### src/rtl/core/quadratic_probe_hash_table_defines.svh
// ----------------------------------------------------------------------------
// quadratic_probe_hash_table_defines
// assertion macros used by the hash table rtl
// ----------------------------------------------------------------------------
`ifndef QUADRATIC_PROBE_HASH_TABLE_DEFINES_SVH
`define QUADRATIC_PROBE_HASH_TABLE_DEFINES_SVH

`ifndef NO_ASSERTIONS
// same-cycle implication
`define QPHT_ASSERT_IMP(lbl, clk, rst, ante, cons) \
  lbl: assert property (@(posedge clk) disable iff (rst) (ante) |-> (cons)) \
    else $error("qpht assertion failed");
// next-cycle implication
`define QPHT_ASSERT_NXT(lbl, clk, rst, ante, cons) \
  lbl: assert property (@(posedge clk) disable iff (rst) (ante) |=> (cons)) \
    else $error("qpht assertion failed");
`else
`define QPHT_ASSERT_IMP(lbl, clk, rst, ante, cons)
`define QPHT_ASSERT_NXT(lbl, clk, rst, ante, cons)
`endif

`endif

### src/rtl/core/qpht_pkg.sv
// ----------------------------------------------------------------------------
// qpht_pkg
// types and constants of the quadratic probe hash table
// ----------------------------------------------------------------------------
package qpht_pkg;

  localparam int KEY_W         = 31;
  localparam int MODE_W        = 1;
  localparam int STATUS_W      = 2;
  localparam int SLOT_W        = 10;
  localparam int SIZE_CFG_W    = 11;
  localparam int WORD_W        = KEY_W + 1;
  localparam int DEPTH_DEFAULT = 1024;

  localparam logic [SIZE_CFG_W-1:0] SIZE_RESET = 11'd1024;

  localparam logic [MODE_W-1:0] MODE_INSERT = 1'b0;
  localparam logic [MODE_W-1:0] MODE_SEARCH = 1'b1;

  typedef enum logic [STATUS_W-1:0] {
    ST_INSERTED  = 2'd0,
    ST_FULL      = 2'd1,
    ST_FOUND     = 2'd2,
    ST_NOT_FOUND = 2'd3
  } status_t;

  typedef struct packed {
    logic rd_en;
    logic wr_en;
  } slot_cmd_t;

endpackage

### src/rtl/core/qpht_mod_unit.sv
// ----------------------------------------------------------------------------
// qpht_mod_unit
// restoring remainder unit, one key bit per cycle
// ----------------------------------------------------------------------------
module qpht_mod_unit #(
  parameter int TABLE_DEPTH = qpht_pkg::DEPTH_DEFAULT
) (
  input  logic                          clk,
  input  logic                          rst,
  input  logic                          start,
  input  logic [qpht_pkg::KEY_W-1:0]    dividend,
  input  logic [$clog2(TABLE_DEPTH+1)-1:0] divisor,
  output logic                          done,
  output logic [((TABLE_DEPTH > 1) ? $clog2(TABLE_DEPTH) : 1)-1:0] rem_out
);

  localparam int SW = $clog2(TABLE_DEPTH + 1);
  localparam int AW = (TABLE_DEPTH > 1) ? $clog2(TABLE_DEPTH) : 1;
  localparam int CNT_W = $clog2(qpht_pkg::KEY_W);

  logic                       busy;
  logic [CNT_W-1:0]           cnt;
  logic [qpht_pkg::KEY_W-1:0] quo_sh;
  logic [SW-1:0]              div_r;
  logic [SW-1:0]              rem;
  logic [SW:0]                trial;
  logic [SW:0]                trial_sub;

  always_comb begin
    trial     = {rem, quo_sh[qpht_pkg::KEY_W-1]};
    trial_sub = trial - {1'b0, div_r};
  end

  always_ff @(posedge clk) begin
    if (rst) begin
      busy <= 1'b0;
      done <= 1'b0;
    end else begin
      done <= 1'b0;
      if (start) begin
        busy   <= 1'b1;
        cnt    <= CNT_W'(qpht_pkg::KEY_W - 1);
        quo_sh <= dividend;
        div_r  <= divisor;
        rem    <= '0;
      end else if (busy) begin
        if (trial >= {1'b0, div_r}) begin
          rem <= trial_sub[SW-1:0];
        end else begin
          rem <= trial[SW-1:0];
        end
        quo_sh <= {quo_sh[qpht_pkg::KEY_W-2:0], 1'b0};
        if (cnt == '0) begin
          busy <= 1'b0;
          done <= 1'b1;
        end else begin
          cnt <= cnt - 1'b1;
        end
      end
    end
  end

  assign rem_out = AW'(rem);

endmodule

### config.mk
export PLATFORM = sky130hd
export DESIGN_NAME = qpht_mod_unit
export DESIGN_NICKNAME = d
export VERILOG_FILES = /design/src/rtl/core/quadratic_probe_hash_table_defines.svh /design/src/rtl/core/qpht_pkg.sv /design/src/rtl/core/qpht_mod_unit.sv
export SDC_FILE = /design/constraint.sdc
export NUM_CORES = 1
export LEC_CHECK = 0
export BUFFER_PORTS_ARGS = -buffer_cell sky130_fd_sc_hd__buf_2
export CELL_PAD_IN_SITES_DETAIL_PLACEMENT = 1
export CELL_PAD_IN_SITES_GLOBAL_PLACEMENT = 1
export CORE_MARGIN = 4
export CORE_UTILIZATION = 33
export CTS_BUF_LIST = sky130_fd_sc_hd__clkbuf_2 sky130_fd_sc_hd__clkbuf_4 sky130_fd_sc_hd__clkbuf_8
export CTS_CLUSTER_SIZE = 20
export DETAILED_ROUTE_END_ITERATION = 12
export GPL_TIMING_DRIVEN = 0
export MAX_ROUTING_LAYER = met4
export PLACE_DENSITY = 0.6
export RECOVER_POWER = 25
export REMOVE_ABC_BUFFERS = 1
export SLEW_MARGIN = 40
export SYNTH_ARGS = -nofsm -noshare
export SYNTH_HDL_FRONTEND = slang
export SYNTH_SLANG_ARGS = --single-unit
### constraint.sdc
create_clock -name clk -period 2.8 [get_ports clk]
set_clock_uncertainty 0.05 [all_clocks]
set_input_delay 0.28 -clock clk [delete_from_list [all_inputs] [get_ports clk]]
set_output_delay 0.28 -clock clk [all_outputs]
set_load 0.005 [all_outputs]
==> impl_results.md <==
* P_leak at 0.001471 uW
* #FFs+latches synth at 60
* I/O Buffers at 55
* Row count at 35
* Root Buffer: clkbuf_8
* Slew @ Worst Pin at 1.065 ns
* Sequential area share after synthesis at 56.37%
* Max-slew violations at 0
* Syn Inst Count at 234
* Die W at 105.9 um
* Yosys top cell by area: edfxtp_1
* Arr. time, crit path at 2.68 ns
* Mapped Avg Cell Area at 13.51 um^2
* Internal at 1721 uW
* Grt ovf at 0
* Status: complete, no violations
* R2r setup slk at approximately 0.23 ns
* # setup viols final at 0
* Period utilisation layout at just over 90%
* Synthesis Warnings at 0
* CTS tree: built
* Hold Path Class: primary input to flop
* Area delta synth->final at 18.80%
* Reg power frac at 46.4%
* DRT iter0 DRCs at 70
* Placed inst area at 0.003542 mm^2
* Residual DRC count at 0
* Met3 wire len at 388 um
* Switching power at 650.6 uW
* Crit Reg-Reg Endpoint: rem[10]
* ANT cells at 0
* Die area at between 0.01 and 0.015 mm^2
* Mapped Area at 0.003161 mm^2
* Routed length on met2 at 2.891 mm
* Commonest cells post-synth: edfxtp_1, mux2_2, nor2_1
* NumNets Final at 346
* CTS HTree Levels at 3
* Hold_ws at 0.06304 ns
* VDD IR max at about 0.28 mV
* Top layer in use: met4
* Starting Density at 34.04%
* Avg Vias per Cell at roughly 4.7
* Critical path endpoint category: flop
* Netlist cell types at 45
* GRT Total Usage at 11.97%
* Total power at about 2400 uW
* Share of the synthesized area in the top cell type at between 50% and 60%
* Post-synth EDFFs at slightly below 60
* Post-route antenna net violation count at 0
* Post-route cell area at 0.003755 mm^2
* Worst Hold Path Cells at 1
* Top area cells in the synthesized netlist: edfxtp_1, mux2_2, ha_1, mux2i_1, buf_4
* Final Util at 40.44%
* Num CTS Buffers at 9
* Layout cells sized above 1 at roughly 40%
* DRT Wirelength at 6.079 mm
* Number of global-route vias before repair at 2099
* MaxCap Viol Count at 0
* First-pass GRT wire length at 10.23 mm
* Core Box Area at 0.009284 mm^2
* Critical Path RT at 2.91 ns
* FFs w/ async S/R, synth at 0%
* Endpoints failing hold at 0
* Unrepaired setup endpoints after global routing: false
* Buffers from clock root to sink, at most at 2
* Relative slew margins at 29.02%
* Worst R2R Start: div_r[0]
* Hold endpoint: div_r[1]
* Fmax at 0.3886 GHz
* Clk sinks at 60
* Drt wl/cell at 14.44 um
* Pwr dens at roughly 630 mW/mm^2
* Ports at between 50 and 60
* Critical path class: flop to flop
* Metal1 wirelength at 2.711 mm
* Clk pin slew, worst setup/hold paths at 0.07 ns
* Final Wtd Congestion at 0.6836
* Routed vias at a little under 2000
* Combinational power share at 20.9%
* Sw frac at 27.43%
* Drt first pass iters at 4
* Vert. Die Dim at 105.9 um
* R2R depth at 8
* Initial antenna violation count at 0
* Crit path max fanout at 2
* Most common cell in the netlist: edfxtp_1
* Worst-Skew Late Latency at about 0.34 ns
* Startpoint Class: flop
* Commonest register cell after synthesis: edfxtp_1
* Hold_sp: divisor[1]
* Minimum clock period at 2.574 ns
* Clock power frac at between 30% and 40%
* Largest net degree at the start of global routing at 47
* DP HPWL at between 4 and 5 mm
* Cts hold-fix bufs at 0
[critical path, cell delays in order, from the launching register on]
cell and delay [ns]:
edfxtp_1 0.39, ha_1 0.23, fa_1 0.42, nand2b_2 0.22, o2bb2ai_2 0.16, a21oi_4 0.21, nor2_2 0.04, or4b_1 0.50
a31oi_1 0.18
[cells in the final DEF, fill, tap and decap left out, types with 6 or more instances in the layout]
cell	n
a21oi_1	6
buf_2	53
clkbuf_8	9
edfxtp_1	58
ha_1	13
inv_1	15
mux2_2	30
mux2i_1	8
nand2_1	9
nor2_1	15
xnor2_1	8
[final cells by class]
cell class	count	area (um^2)
clock inverters	7	67.56
repair buffers	58	349.1
clock buffers	9	123.9
inverters	15	56.30
multi-input cells	143	1215
well taps	129	161.4
flip-flops and latches	60	1782
fillers	1017	5529
[power by group through the flow]
stage	clock (uW)	combinational, uW	sequential, uW
finish	776	496	1100
global route	849	557	1110
CTS	806	489	1100
detailed placement	0	486	1120
global placement	0	462	1120
floorplan	0	340	1120
[metrics by stage]
stage          std cells  TNS, ns  setup slack (ns)
3_3_place_gp         402   -80.08            -1.873
5_1_grt              421        0            0.1194
4_1_cts              420        0           0.08433
3_5_place_dp         404        0           0.09224
6_report             421        0            0.2265
2_1_floorplan        218        0            0.1720
[worst max path at each step]
stage / startpoint / to / slack, ns / depth (start not counted)
6_report: div_r[0] / rem[10] / 0.23 / 8
4_1_cts: quo_sh[30] / rem[4] / 0.08 / 9
5_1_grt: div_r[0] / rem[10] / 0.12 / 8
3_3_place_gp: start / quo_sh[20] / -1.87 / 3
3_5_place_dp: quo_sh[30] / rem[4] / 0.09 / 9
2_1_floorplan: busy / quo_sh[0] / 0.17 / 2
[cells by family (layout without fill, tap and decap cells)]
kind of cell,Yosys count,after routing,share of synthesized area [%]
DFF,60,60,56.37
adders and majority gates,14,14,5.780
and+or+nand+nor,47,47,7.442
AOI/OAI and AO/OA,33,33,8.472
muxes,38,38,13.22
xor gates and xnor gates,11,11,3.049
buffers and inverters,31,89,5.661
[sequential cells by signal (all words and copies together) (netlist names)]
signal	count
rem	11
div_r	11
quo_sh	31
done	1
busy	1
cnt	5
[what timing repair did]
| action | in CTS | in global routing |
|---|---|---|
| resized for setup | 0 | 0 |
| setup endpoints to repair | 0 | 6 |
| setup buffers | 0 | 1 |
[per-layer routing]
layer / GRT usage [%] / vias to the layer above
met5: - / -
met4: 4.440 / 0
met3: 4.409 / 9
met2: 18.26 / 44
met1: 14.55 / 944
li1: - / 962
(Power assumes the default switching activity.)
